### src/ledseq_pkg.sv
// Shared types and constants for the multichannel LED sequencer.
`timescale 1ns / 1ps

package ledseq_pkg;

    localparam int CHANNELS   = 20;
    localparam int TIME_BITS  = 32;
    localparam int CH_IDX_W   = $clog2(CHANNELS);
    localparam int OPCODE_W   = 3;
    localparam int CHANNEL_W  = 5;
    localparam int TV_W       = 32;
    localparam int LEVELS_W   = 20;
    localparam int PAT_LIT_MS = 100;
    localparam int PAT_DARK_MS = 50;

    typedef enum logic [OPCODE_W-1:0] {
        OP_TICK    = 3'd0,
        OP_ON      = 3'd1,
        OP_OFF     = 3'd2,
        OP_BLINK   = 3'd3,
        OP_ONESHOT = 3'd4,
        OP_PATTERN = 3'd5
    } op_t;

    typedef enum logic [1:0] {
        MODE_IDLE    = 2'd0,
        MODE_BLINK   = 2'd1,
        MODE_ONESHOT = 2'd2,
        MODE_PATTERN = 2'd3
    } mode_t;

    typedef enum logic [1:0] {
        PH_LIT1   = 2'd0,
        PH_DARK   = 2'd1,
        PH_LIT2   = 2'd2,
        PH_FINISH = 2'd3
    } phase_t;

    typedef struct packed {
        logic [TIME_BITS-1:0] mark_time;
        logic [TIME_BITS-1:0] period;
        mode_t                mode;
        phase_t               phase;
    } chan_entry_t;

    typedef struct packed {
        logic                wr_en;
        logic [CH_IDX_W-1:0] wr_addr;
        logic                rd_en;
        logic [CH_IDX_W-1:0] rd_addr;
    } ram_ctrl_t;

endpackage

### src/ledseq_state_ram.sv
// Per-channel state memory with registered read data and reset valid bits.
`timescale 1ns / 1ps

module ledseq_state_ram (
    input  logic                   aclk,
    input  logic                   aresetn,
    input  ledseq_pkg::ram_ctrl_t  ctrl,
    input  ledseq_pkg::chan_entry_t wr_data,
    output ledseq_pkg::chan_entry_t rd_data
);
    import ledseq_pkg::*;

    chan_entry_t           mem_reg [CHANNELS];
    logic [CHANNELS-1:0]   valid_reg;
    chan_entry_t           rd_data_reg;
    logic                  rd_hit_reg;

    always_ff @(posedge aclk) begin
        if (ctrl.wr_en) begin
            mem_reg[ctrl.wr_addr] <= wr_data;
        end
        if (ctrl.rd_en) begin
            rd_data_reg <= mem_reg[ctrl.rd_addr];
        end
    end

    // Entries never written since reset read as all zero (idle channel).
    always_ff @(posedge aclk) begin
        if (!aresetn) begin
            valid_reg  <= '0;
            rd_hit_reg <= 1'b0;
        end else begin
            if (ctrl.wr_en) begin
                valid_reg[ctrl.wr_addr] <= 1'b1;
            end
            if (ctrl.rd_en) begin
                rd_hit_reg <= valid_reg[ctrl.rd_addr];
            end
        end
    end

    assign rd_data = rd_hit_reg ? rd_data_reg : '0;

endmodule

### src/ledseq_chan_update.sv
// Next-state logic of one channel for a tick or a command.
`timescale 1ns / 1ps

module ledseq_chan_update (
    input  ledseq_pkg::op_t                    op,
    input  logic [ledseq_pkg::TIME_BITS-1:0]   time_now,
    input  logic [ledseq_pkg::TIME_BITS-1:0]   time_value,
    input  ledseq_pkg::chan_entry_t            entry_in,
    input  logic                               level_in,
    output ledseq_pkg::chan_entry_t            entry_out,
    output logic                               level_out
);
    import ledseq_pkg::*;

    logic [TIME_BITS-1:0] elapsed;
    logic                 period_due;
    logic                 lit_due;
    logic                 dark_due;

    // Wrapping subtraction gives the age of the last recorded event.
    assign elapsed    = time_now - entry_in.mark_time;
    assign period_due = elapsed >= entry_in.period;
    assign lit_due    = elapsed >= TIME_BITS'(PAT_LIT_MS);
    assign dark_due   = elapsed >= TIME_BITS'(PAT_DARK_MS);

    always_comb begin
        entry_out = entry_in;
        level_out = level_in;
        unique case (op)
            OP_TICK: begin
                unique case (entry_in.mode)
                    MODE_BLINK: begin
                        if (period_due) begin
                            level_out           = ~level_in;
                            entry_out.mark_time = time_now;
                        end
                    end
                    MODE_ONESHOT: begin
                        if (period_due) begin
                            level_out      = 1'b0;
                            entry_out.mode = MODE_IDLE;
                        end
                    end
                    MODE_PATTERN: begin
                        unique case (entry_in.phase)
                            PH_LIT1: begin
                                if (lit_due) begin
                                    level_out           = 1'b0;
                                    entry_out.phase     = PH_DARK;
                                    entry_out.mark_time = time_now;
                                end
                            end
                            PH_DARK: begin
                                if (dark_due) begin
                                    level_out           = 1'b1;
                                    entry_out.phase     = PH_LIT2;
                                    entry_out.mark_time = time_now;
                                end
                            end
                            PH_LIT2: begin
                                if (lit_due) begin
                                    level_out           = 1'b0;
                                    entry_out.phase     = PH_FINISH;
                                    entry_out.mark_time = time_now;
                                end
                            end
                            default: begin
                                entry_out.mode = MODE_IDLE;
                            end
                        endcase
                    end
                    default: begin
                    end
                endcase
            end
            OP_ON: begin
                entry_out.mode = MODE_IDLE;
                level_out      = 1'b1;
            end
            OP_OFF: begin
                entry_out.mode = MODE_IDLE;
                level_out      = 1'b0;
            end
            OP_BLINK: begin
                entry_out.mode      = MODE_BLINK;
                entry_out.period    = time_value;
                entry_out.mark_time = time_now;
            end
            OP_ONESHOT: begin
                entry_out.mode      = MODE_ONESHOT;
                entry_out.period    = time_value;
                entry_out.mark_time = time_now;
                level_out           = 1'b1;
            end
            OP_PATTERN: begin
                entry_out.mode      = MODE_PATTERN;
                entry_out.phase     = PH_LIT1;
                entry_out.mark_time = time_now;
                level_out           = 1'b1;
            end
            default: begin
            end
        endcase
    end

endmodule

### src/multichannel_led_sequencer.sv
// Top level of the multichannel LED sequencer: control, time base, levels, result word.
`timescale 1ns / 1ps

// Usage
//   Input channel (s_valid/s_ready): one word per item. s_opcode 0 is a
//   one-millisecond tick; 1..5 are on, off, blink, one-shot and pattern
//   commands for channel s_channel, with s_time_value as blink period or
//   one-shot duration. Opcodes 6 and 7 change nothing.
//   Result channel (m_valid/m_ready): exactly one word per input word,
//   m_status (1 = channel out of range) and m_led_levels (bit per channel).
//   Sequence: a tick walks all 20 channel entries of the state memory, one
//   read-modify-write per cycle, then loads the result; a command reads,
//   updates and writes back one entry; an ignored word goes straight to the
//   result. The single read and single write port of the state memory set
//   this pace.
//   Throughput: one item in flight; the next word can be taken in the cycle
//   after the result is loaded.
//   Stall: a finished result goes to the output register; if that register
//   is full and m_ready is low, the block holds the result and takes no input.
//   Reset: synchronous, active low; time, levels and all channel entries
//   read as zero (idle, off) afterward, with no clearing pass.
module multichannel_led_sequencer (
    input  logic                                aclk,
    input  logic                                aresetn,
    input  logic                                s_valid,
    output logic                                s_ready,
    input  logic [ledseq_pkg::OPCODE_W-1:0]     s_opcode,
    input  logic [ledseq_pkg::CHANNEL_W-1:0]    s_channel,
    input  logic [ledseq_pkg::TV_W-1:0]         s_time_value,
    output logic                                m_valid,
    input  logic                                m_ready,
    output logic                                m_status,
    output logic [ledseq_pkg::LEVELS_W-1:0]     m_led_levels
);
    import ledseq_pkg::*;

    typedef enum logic [3:0] {
        S_IDLE = 4'b0001,
        S_CMD  = 4'b0010,
        S_TICK = 4'b0100,
        S_DONE = 4'b1000
    } state_t;

    state_t               state_reg, state_next;
    op_t                  op_reg, op_next;
    logic [CH_IDX_W-1:0]  idx_reg, idx_next;
    logic [TIME_BITS-1:0] tv_reg, tv_next;
    logic                 status_reg, status_next;
    logic [TIME_BITS-1:0] time_now_reg, time_now_next;
    logic [CHANNELS-1:0]  level_reg, level_next;
    logic                 m_valid_reg, m_valid_next;
    logic                 m_status_reg;
    logic [LEVELS_W-1:0]  m_levels_reg;

    ram_ctrl_t            ram_ctrl;
    chan_entry_t          rd_entry;
    chan_entry_t          wr_entry;
    logic                 level_upd;

    logic                 s_fire;
    logic                 in_is_tick;
    logic                 in_is_cmd;
    logic                 in_bad_ch;
    logic                 out_load;
    logic [LEVELS_W-1:0]  levels_word;

    ledseq_state_ram u_ram (
        .aclk    (aclk),
        .aresetn (aresetn),
        .ctrl    (ram_ctrl),
        .wr_data (wr_entry),
        .rd_data (rd_entry)
    );

    // Read data for channel idx_reg arrives this cycle; update and write back.
    ledseq_chan_update u_upd (
        .op         (op_reg),
        .time_now   (time_now_reg),
        .time_value (tv_reg),
        .entry_in   (rd_entry),
        .level_in   (level_reg[idx_reg]),
        .entry_out  (wr_entry),
        .level_out  (level_upd)
    );

    assign s_ready    = (state_reg == S_IDLE);
    assign s_fire     = s_valid && s_ready;
    assign in_is_tick = (s_opcode == OP_TICK);
    assign in_is_cmd  = (s_opcode >= OP_ON) && (s_opcode <= OP_PATTERN);
    assign in_bad_ch  = (32'(s_channel) >= CHANNELS);
    assign out_load   = (state_reg == S_DONE) && (!m_valid_reg || m_ready);

    // Only channels below the level word width show up in the result.
    always_comb begin
        levels_word = '0;
        for (int i = 0; i < LEVELS_W; i++) begin
            if (i < CHANNELS) begin
                levels_word[i] = level_reg[i];
            end
        end
    end

    always_comb begin
        state_next    = state_reg;
        op_next       = op_reg;
        idx_next      = idx_reg;
        tv_next       = tv_reg;
        status_next   = status_reg;
        time_now_next = time_now_reg;
        level_next    = level_reg;
        ram_ctrl      = '0;
        ram_ctrl.wr_addr = idx_reg;

        unique case (state_reg)
            S_IDLE: begin
                if (s_fire) begin
                    op_next     = op_t'(s_opcode);
                    tv_next     = TIME_BITS'(s_time_value);
                    status_next = 1'b0;
                    if (in_is_tick) begin
                        // Advance time first, then walk every channel from 0.
                        time_now_next    = time_now_reg + 1'b1;
                        idx_next         = '0;
                        ram_ctrl.rd_en   = 1'b1;
                        ram_ctrl.rd_addr = '0;
                        state_next       = S_TICK;
                    end else if (in_is_cmd && !in_bad_ch) begin
                        idx_next         = CH_IDX_W'(s_channel);
                        ram_ctrl.rd_en   = 1'b1;
                        ram_ctrl.rd_addr = CH_IDX_W'(s_channel);
                        state_next       = S_CMD;
                    end else begin
                        // Drop: rejected channel or unused opcode.
                        status_next = in_is_cmd;
                        state_next  = S_DONE;
                    end
                end
            end
            S_CMD: begin
                ram_ctrl.wr_en      = 1'b1;
                level_next[idx_reg] = level_upd;
                state_next          = S_DONE;
            end
            S_TICK: begin
                // Write back this channel while reading the next one.
                ram_ctrl.wr_en      = 1'b1;
                level_next[idx_reg] = level_upd;
                if (idx_reg == CH_IDX_W'(CHANNELS - 1)) begin
                    state_next = S_DONE;
                end else begin
                    idx_next         = idx_reg + 1'b1;
                    ram_ctrl.rd_en   = 1'b1;
                    ram_ctrl.rd_addr = idx_reg + 1'b1;
                end
            end
            S_DONE: begin
                if (out_load) begin
                    state_next = S_IDLE;
                end
            end
            default: begin
                state_next = S_IDLE;
            end
        endcase
    end

    always_comb begin
        m_valid_next = m_valid_reg;
        if (out_load) begin
            m_valid_next = 1'b1;
        end else if (m_ready) begin
            m_valid_next = 1'b0;
        end
    end

    always_ff @(posedge aclk) begin
        if (!aresetn) begin
            state_reg    <= S_IDLE;
            time_now_reg <= '0;
            level_reg    <= '0;
            m_valid_reg  <= 1'b0;
            status_reg   <= 1'b0;
            idx_reg      <= '0;
        end else begin
            state_reg    <= state_next;
            time_now_reg <= time_now_next;
            level_reg    <= level_next;
            m_valid_reg  <= m_valid_next;
            status_reg   <= status_next;
            idx_reg      <= idx_next;
        end
    end

    always_ff @(posedge aclk) begin
        op_reg <= op_next;
        tv_reg <= tv_next;
        if (out_load) begin
            m_status_reg <= status_reg;
            m_levels_reg <= levels_word;
        end
    end

    assign m_valid      = m_valid_reg;
    assign m_status     = m_status_reg;
    assign m_led_levels = m_levels_reg;

    // The sweep never reads the entry it is writing back.
    a_no_rw_overlap: assert property (@(posedge aclk) disable iff (!aresetn)
        (ram_ctrl.wr_en && ram_ctrl.rd_en) |-> (ram_ctrl.wr_addr != ram_ctrl.rd_addr))
        else $error("state memory read and write hit the same channel");

    // Time moves only when a tick is taken.
    a_time_hold: assert property (@(posedge aclk) disable iff (!aresetn)
        !(s_fire && in_is_tick) |=> $stable(time_now_reg))
        else $error("time counter moved without a tick");

    // Levels change only while a channel entry is being written back.
    a_level_hold: assert property (@(posedge aclk) disable iff (!aresetn)
        !ram_ctrl.wr_en |=> $stable(level_reg))
        else $error("levels changed outside a write-back");

    // A result is loaded only into a free or draining output register.
    a_out_load: assert property (@(posedge aclk) disable iff (!aresetn)
        (m_valid_reg && !m_ready && state_reg == S_DONE) |=> (state_reg == S_DONE))
        else $error("finished result left while output was stalled");

endmodule
### config.mk
export PLATFORM = sky130hd
export DESIGN_NAME = multichannel_led_sequencer
export DESIGN_NICKNAME = d
export VERILOG_FILES = /design/src/ledseq_pkg.sv /design/src/ledseq_state_ram.sv /design/src/ledseq_chan_update.sv /design/src/multichannel_led_sequencer.sv
export SDC_FILE = /design/constraint.sdc
export NUM_CORES = 2
export LEC_CHECK = 0
export ABC_AREA = 1
export BUFFER_PORTS_ARGS = -buffer_cell sky130_fd_sc_hd__buf_4
export CORE_MARGIN = 1.5
export CORE_UTILIZATION = 63
export CTS_CLUSTER_DIAMETER = 100
export DETAILED_ROUTE_END_ITERATION = 10
export PLACE_DENSITY = 0.75
export SLEW_MARGIN = 20
export SYNTH_ARGS = -nofsm -noshare
export SYNTH_HDL_FRONTEND = slang
export SYNTH_SLANG_ARGS = --single-unit
### constraint.sdc
create_clock -name aclk -period 7.1 [get_ports aclk]
set_clock_uncertainty 0.1 [all_clocks]
set_input_delay 1.065 -clock aclk [delete_from_list [all_inputs] [get_ports aclk]]
set_output_delay 1.065 -clock aclk [all_outputs]
set_load 0.02 [all_outputs]
### After elaboration in Yosys (flattened, before gate mapping)

Memories as Yosys holds them, arrays and structs flattened. A register that Yosys moved wholly into a read port is not among the register bits.
Index checks and enable logic that the tools add are counted.

| cells by class | value |
|---|---|
| add/sub/neg operators | 3 |
| $lt $le $gt $ge | 9 |
| eq/ne operators | 20 |
| mux-type cells | 55 |
| bitwise operators | 2 |
| reduce and logical (&&, ||, !) cells | 24 |

Operators by type and width:

| operator | count |
|---|---|
| $pmux 32 s2 | 3 |
| $mux 32 | 4 |
| $mux 68 | 1 |
| $add 32x1->32 const B | 1 |
| $ge 32x32->1 | 1 |
| $ge 32x6->1 const B | 1 |
| $ge 32x7->1 const B | 1 |
| $sub 32x32->32 | 1 |
| $mux 6 | 4 |
| $bwmux 20 | 1 |
| $mux 4 | 5 |
| $mux 5 | 4 |
| $or 20x20->20 | 1 |
| $pmux 4 s4 | 1 |
| $mux 1 | 14 |
| $lt 5x6->1 const B | 2 |
| $mux 2 | 6 |
| $pmux 6 s2 | 1 |
| $bmux 1 s5 | 2 |
| $pmux 2 s5 | 1 |
| $pmux 5 s2 | 1 |
| $reduce_or 3->1 | 3 |
| $pmux 2 s2 | 2 |
| $reduce_or 2->1 | 4 |
| 32 further kinds | 48 |

| word-level totals | value |
|---|---|
| flip-flop bits (word level) | 140 |
| memory bits (writable) | 1,360 |
| bits of input ports | 44 |
| output and inout port bits | 23 |
| logic and storage cells | 126 |
| memories kept | 1 |

Memories:

| memory | words | bits a word | rd ports | clocked after memory_dff | wr ports | RTL line | text |
|---|---|---|---|---|---|---|---|
| u_ram.mem_reg | 20 | 68 | 1 | 1 | 1 | ledseq_state_ram.sv:13 | `chan_entry_t mem_reg [CHANNELS];` |

### Longest topological paths before layout

| logic depth | value |
|---|---|
| word-level depth | 9 |
| depth in mapped cells | 35 |
| depth with buffers taken out | 30 |

### Cells and area by module

Synthesis repeated with hierarchy kept, for this count alone.

| unflattened totals | value |
|---|---|
| cell total of the unflattened synthesis | 6,525 |
| area, all modules | 68,738.4 um^2 |

Modules (own cells, without submodules):

| module | times used | cells an instance | area each (um^2) | seq. area each (um^2) |
|---|---|---|---|---|
| ledseq_state_ram | 1 | 4,543 | 57,023.4 | 43,301.5 |
| ledseq_chan_update | 1 | 1,323 | 6,304.8 | 0.0 |
| multichannel_led_sequencer | 1 | 659 | 5,410.2 | 2,942.8 |

### Least setup slack after synthesis

OpenSTA, ideal clock, no wires.

| path | value |
|---|---|
| path type | register -> register |
| from | reg u_ram.rd_hit_reg |
| to | reg level_reg[10] |
| library setup time | 0.114 ns |
| arrival time | 4.755 ns |
| slack | 2.131 ns |
| cell stages (with the launch flop) | 33 |
| period minus slack after synthesis | 4.969 ns |
| cells stage by stage | dfxtp_1 > clkbuf_1 > clkbuf_1 > buf_1 > nand2_1 > ha_1 > nand2_1 > inv_2 > nand2_1 > inv_2 > a21oi_1 > nand2_1 > nand2_1 > nand2_1 > nand2_1 > nand2_1 > ha_1 > nand2_1 > nor3_1 > nor4b_1 > nand4_1 > nand3_1 > clkbuf_1 > inv_1 > ha_1 > nor3_1 > a211oi_1 > nand2_1 > nand2_1 > buf_6 > nand3_1 > nand2_1 > inv_1 |

| on the way | value |
|---|---|
| cells in the longest elaborated chain, start to end | 8 |

Ends and longest elaborated chain:

| what | RTL line | text |
|---|---|---|
| start: declaration | ledseq_state_ram.sv:16 | `logic rd_hit_reg;` |
| start signal: assignment | ledseq_state_ram.sv:37 | `rd_hit_reg <= valid_reg[ctrl.rd_addr];` |
| $mux 68 (*) | ledseq_state_ram.sv:42 | `assign rd_data = rd_hit_reg ? rd_data_reg : '0;` |
| $sub 32x32->32 | ledseq_chan_update.sv:21 | `assign elapsed = time_now - entry_in.mark_time;` |
| $ge 32x7->1 or $ge 32x6->1 (tied branches) | ledseq_chan_update.sv:23, ledseq_chan_update.sv:24 |  |
| $mux 1, on equally long branches | ledseq_chan_update.sv:47, ledseq_chan_update.sv:61, ledseq_chan_update.sv:54 |  |
| $pmux 1 s2 | ledseq_chan_update.sv:45 | `unique case (entry_in.phase)` |
| $pmux 1 s3 (*) | ledseq_chan_update.sv:31 | `unique case (entry_in.mode)` |
| $pmux 1 s3 (*) | ledseq_chan_update.sv:29 | `unique case (op)` |
| $bwmux 20 (*) | multichannel_led_sequencer.sv:141, multichannel_led_sequencer.sv:147 |  |
| end signal: assignment | multichannel_led_sequencer.sv:187 | `level_reg <= level_next;` |
| end: declaration | multichannel_led_sequencer.sv:50 | `logic [CHANNELS-1:0] level_reg, level_next;` |

Every way passes the cells marked *; elsewhere a longest branch is shown, timed or not.
A chain may end at the register's enable or synchronous reset.

==> impl_metrics.env <==
export IMPL_startpoint_type="flop"
export IMPL_antenna_left=0
export IMPL_ios=67
export IMPL_stdcell_count=7209
export IMPL_finish_utilization=0.704
export IMPL_yosysMostFrequentCell="edfxtp_1"
export IMPL_synth_compound_area_share=0.137
export IMPL_clockBufferDepth=3
export IMPL_grt_pass1_wl_um=271000
export IMPL_yosysUniqueCellTypes=50
export IMPL_p_seq_frac=0.497
export IMPL_path_class="reg2reg"
export IMPL_cts_sinks=1568
export IMPL_maxCapViolCount=0
export IMPL_placed_cells=6928
export IMPL_period_needed_ps=6560
export IMPL_synth_top_family_by_area="compound AO/OA/AOI/OAI gates"
export IMPL_finalSetupViolCount=0
export IMPL_antenna_found_initial=1
export IMPL_firstDrtPassIters=9
export IMPL_yosys_area_share_xor_xnor=0.00248
export IMPL_die_w_um=330
export IMPL_row_count=119
export IMPL_status="complete, but fails checks"
export IMPL_worst_endpoint_required_ps=7470
export IMPL_yosys_area_top_type="edfxtp_1"
export IMPL_grt_overflow=0
export IMPL_fin_crit_sh=0.924
export IMPL_maxSlewHeadroom=0.0517
export IMPL_worst_pin_slew_ps=1420
export IMPL_synth_nets=5845
export IMPL_final_hold_viol_count=0
export IMPL_drc=8
export IMPL_fillCellCount=7042
export IMPL_cts_resized=0
export IMPL_vias=47257
export IMPL_rsz0062_at_grt="false"
export IMPL_clock_power_share=0.383
export IMPL_finalMaxSlewViolations=0
export IMPL_mappedNetlistArea_um2=67200
export IMPL_max_freq_ghz=0.152
export IMPL_grt_use_total=0.334
export IMPL_io_buffer_count=66
export IMPL_yosysTopAreaCellShare=0.663
export IMPL_cp_arrival_ps=6940
export IMPL_die_h_um=330
export IMPL_nNetsFinal=5810
export IMPL_largest_reg_flops=1360
export IMPL_crit_path_max_fanout=64
export IMPL_start_util=0.636
export IMPL_cts_buffers=156
export IMPL_design_die_area_um2=109000
export IMPL_fin_setup_tns_ps=0
export IMPL_yosys_top_cells_count="edfxtp_1 (1,484), nor2_1 (978), nand2_1 (593)"
export IMPL_drt_wl_total_um=182000
export IMPL_drt_iter0_drc=6895
export IMPL_p_int_mw=15.8
export IMPL_synthFlopType="edfxtp_1"
export IMPL_dpl_hpwl_um=96900
export IMPL_p_comb_frac=0.120
export IMPL_synth_edf_count=1484
export IMPL_synthAdderAreaFrac=0.0131
export IMPL_cts_max_level=4
export IMPL_leakage_nw=25.2
export IMPL_grt_pass1_vias=44286
export IMPL_synth_seq_cells=1568
export IMPL_syn_area_per_cell_um2=11.7
export IMPL_cts_clk_slew_worst_paths_ps=60
export IMPL_clk_latency_ps=780
export IMPL_num_antenna_cells=0
export IMPL_postSynth_asyncResetShare=0
export IMPL_sw_frac_of_total=0.253
export IMPL_ys_warn_count=0
export IMPL_power_mw=21.2
export IMPL_cts_tree="yes"
export IMPL_drive_above_1_share=0.105
export IMPL_netlist_instances=5731
export IMPL_via_per_inst=6.56
export IMPL_post_cts_buffers=0
export IMPL_p_sw_mw=5.36
export IMPL_place_congestion=0.993
export IMPL_synthSimpleGateAreaFrac=0.122
export IMPL_worstHoldPathType="reg2reg"
export IMPL_root_buffer="clkbuf_16"
export IMPL_violations="DRC"
export IMPL_core_um2=106000
export IMPL_grt_max_degree=225
export IMPL_powerDensity_nw_per_um2=285
export IMPL_synthMuxAreaShare=0
export IMPL_ir_drop_uv=255
export IMPL_synthTopCellsByArea="edfxtp_1 (66%), nor2_1 (5.5%), o21ai_0 (4.3%), nand2_1 (3.3%), o211ai_1 (2.6%)"
export IMPL_area_growth_pct=10.7
export IMPL_wire_per_inst_um=25.3
export IMPL_critPathCaptureType="flop"
export IMPL_yosysSeqAreaShare=0.688
export IMPL_cts_hold_buf=0
-- layout by cell type, fill, tap and decap left out, types with 47 or more instances in the layout --
cell type / n
a21oi_1: 169
a31oi_1: 70
buf_4: 151
clkbuf_16: 160
dfxtp_1: 83
edfxtp_1: 1484
ha_1: 69
inv_1: 254
nand2_1: 591
nand3_1: 140
nor2_1: 955
o211ai_1: 232
o21ai_0: 570
o21ai_1: 47
o221ai_1: 136
o22ai_1: 74
o32ai_1: 136
or2_2: 136
-- final timing paths --
kind                                        from                    to  cells after the start  slack, ps
worst max register to register  u_ram.rd_hit_reg  u_ram.mem_reg[5][41]                     24        540
worst min-delay path                  status_reg              m_status                      0        350
worst min register to register        status_reg              m_status                      0        350
worst max-delay path            u_ram.rd_hit_reg  u_ram.mem_reg[5][41]                     24        540
-- through the flow --
step / hold slack [ps] / setup WS [ps] / instance area [um^2]
2_1_floorplan: 308 / 2130 / 67200
5_1_grt: 341 / 302 / 74300
6_report: 348 / 537 / 74300
4_1_cts: 317 / 800 / 74300
3_5_place_dp: 320 / 835 / 69300
3_3_place_gp: 312 / 969 / 69200
-- layout make-up --
class	count	area [um^2]	share of cell area
clock buffer	200	4160	0.0560
timing repair buffer	174	1610	0.0216
multi-input combinational	3511	18600	0.251
clock inverter	80	853	0.0115
inverter	285	1090	0.0146
sequential	1568	46200	0.622
tap	1391	1740	0.0234
-- power by group through the flow --
stage	registers [mW]	logic, mW	clock network [mW]
finish	10.5	2.55	8.12
global route	10.5	2.79	8.53
CTS	10.5	2.51	8.17
detailed placement	10.7	2.49	0
global placement	10.7	2.43	0
floorplan	10.7	1.67	0
-- metal layers --
layer / routed length [um] / share of wire / up-vias / GRT usage
met5: 0 / 0 / - / 0
met4: 6010 / 0.033 / 0 / 0.121
met3: 19500 / 0.11 / 462 / 0.0585
met2: 84300 / 0.46 / 2816 / 0.519
met1: 72200 / 0.40 / 23028 / 0.478
li1: - / - / 20951 / -
-- critical path: stages, from the launching register on --
cell	delay, ps
dfxtp_4	940
nand2_1	270
inv_1	190
ha_1	260
fa_1	240
inv_1	90
nand3_1	70
nand3_1	160
nand2_1	120
nand3_1	180
nand2_1	130
nand3_1	70
nand2_1	70
nand2_1	110
ha_1	300
nand4_1	90
nor3_1	340
nor4b_1	660
nand4_1	210
nand3_2	140
buf_4	610
nand2_1	110
o211ai_1	130
nand3_1	120
nand2_1	500
-- kinds of logic (layout without fill, tap and decap cells) --
kind of cell	count (synthesis)	in the layout
AOI/OAI and AO/OA	1464	1464
and+or+nand+nor	1958	1958
buffers and inverters	652	739
adders and majority gates	70	70
xor gates and xnor gates	19	19
DFF	1568	1568
Power figures use the tool's default switching activity.
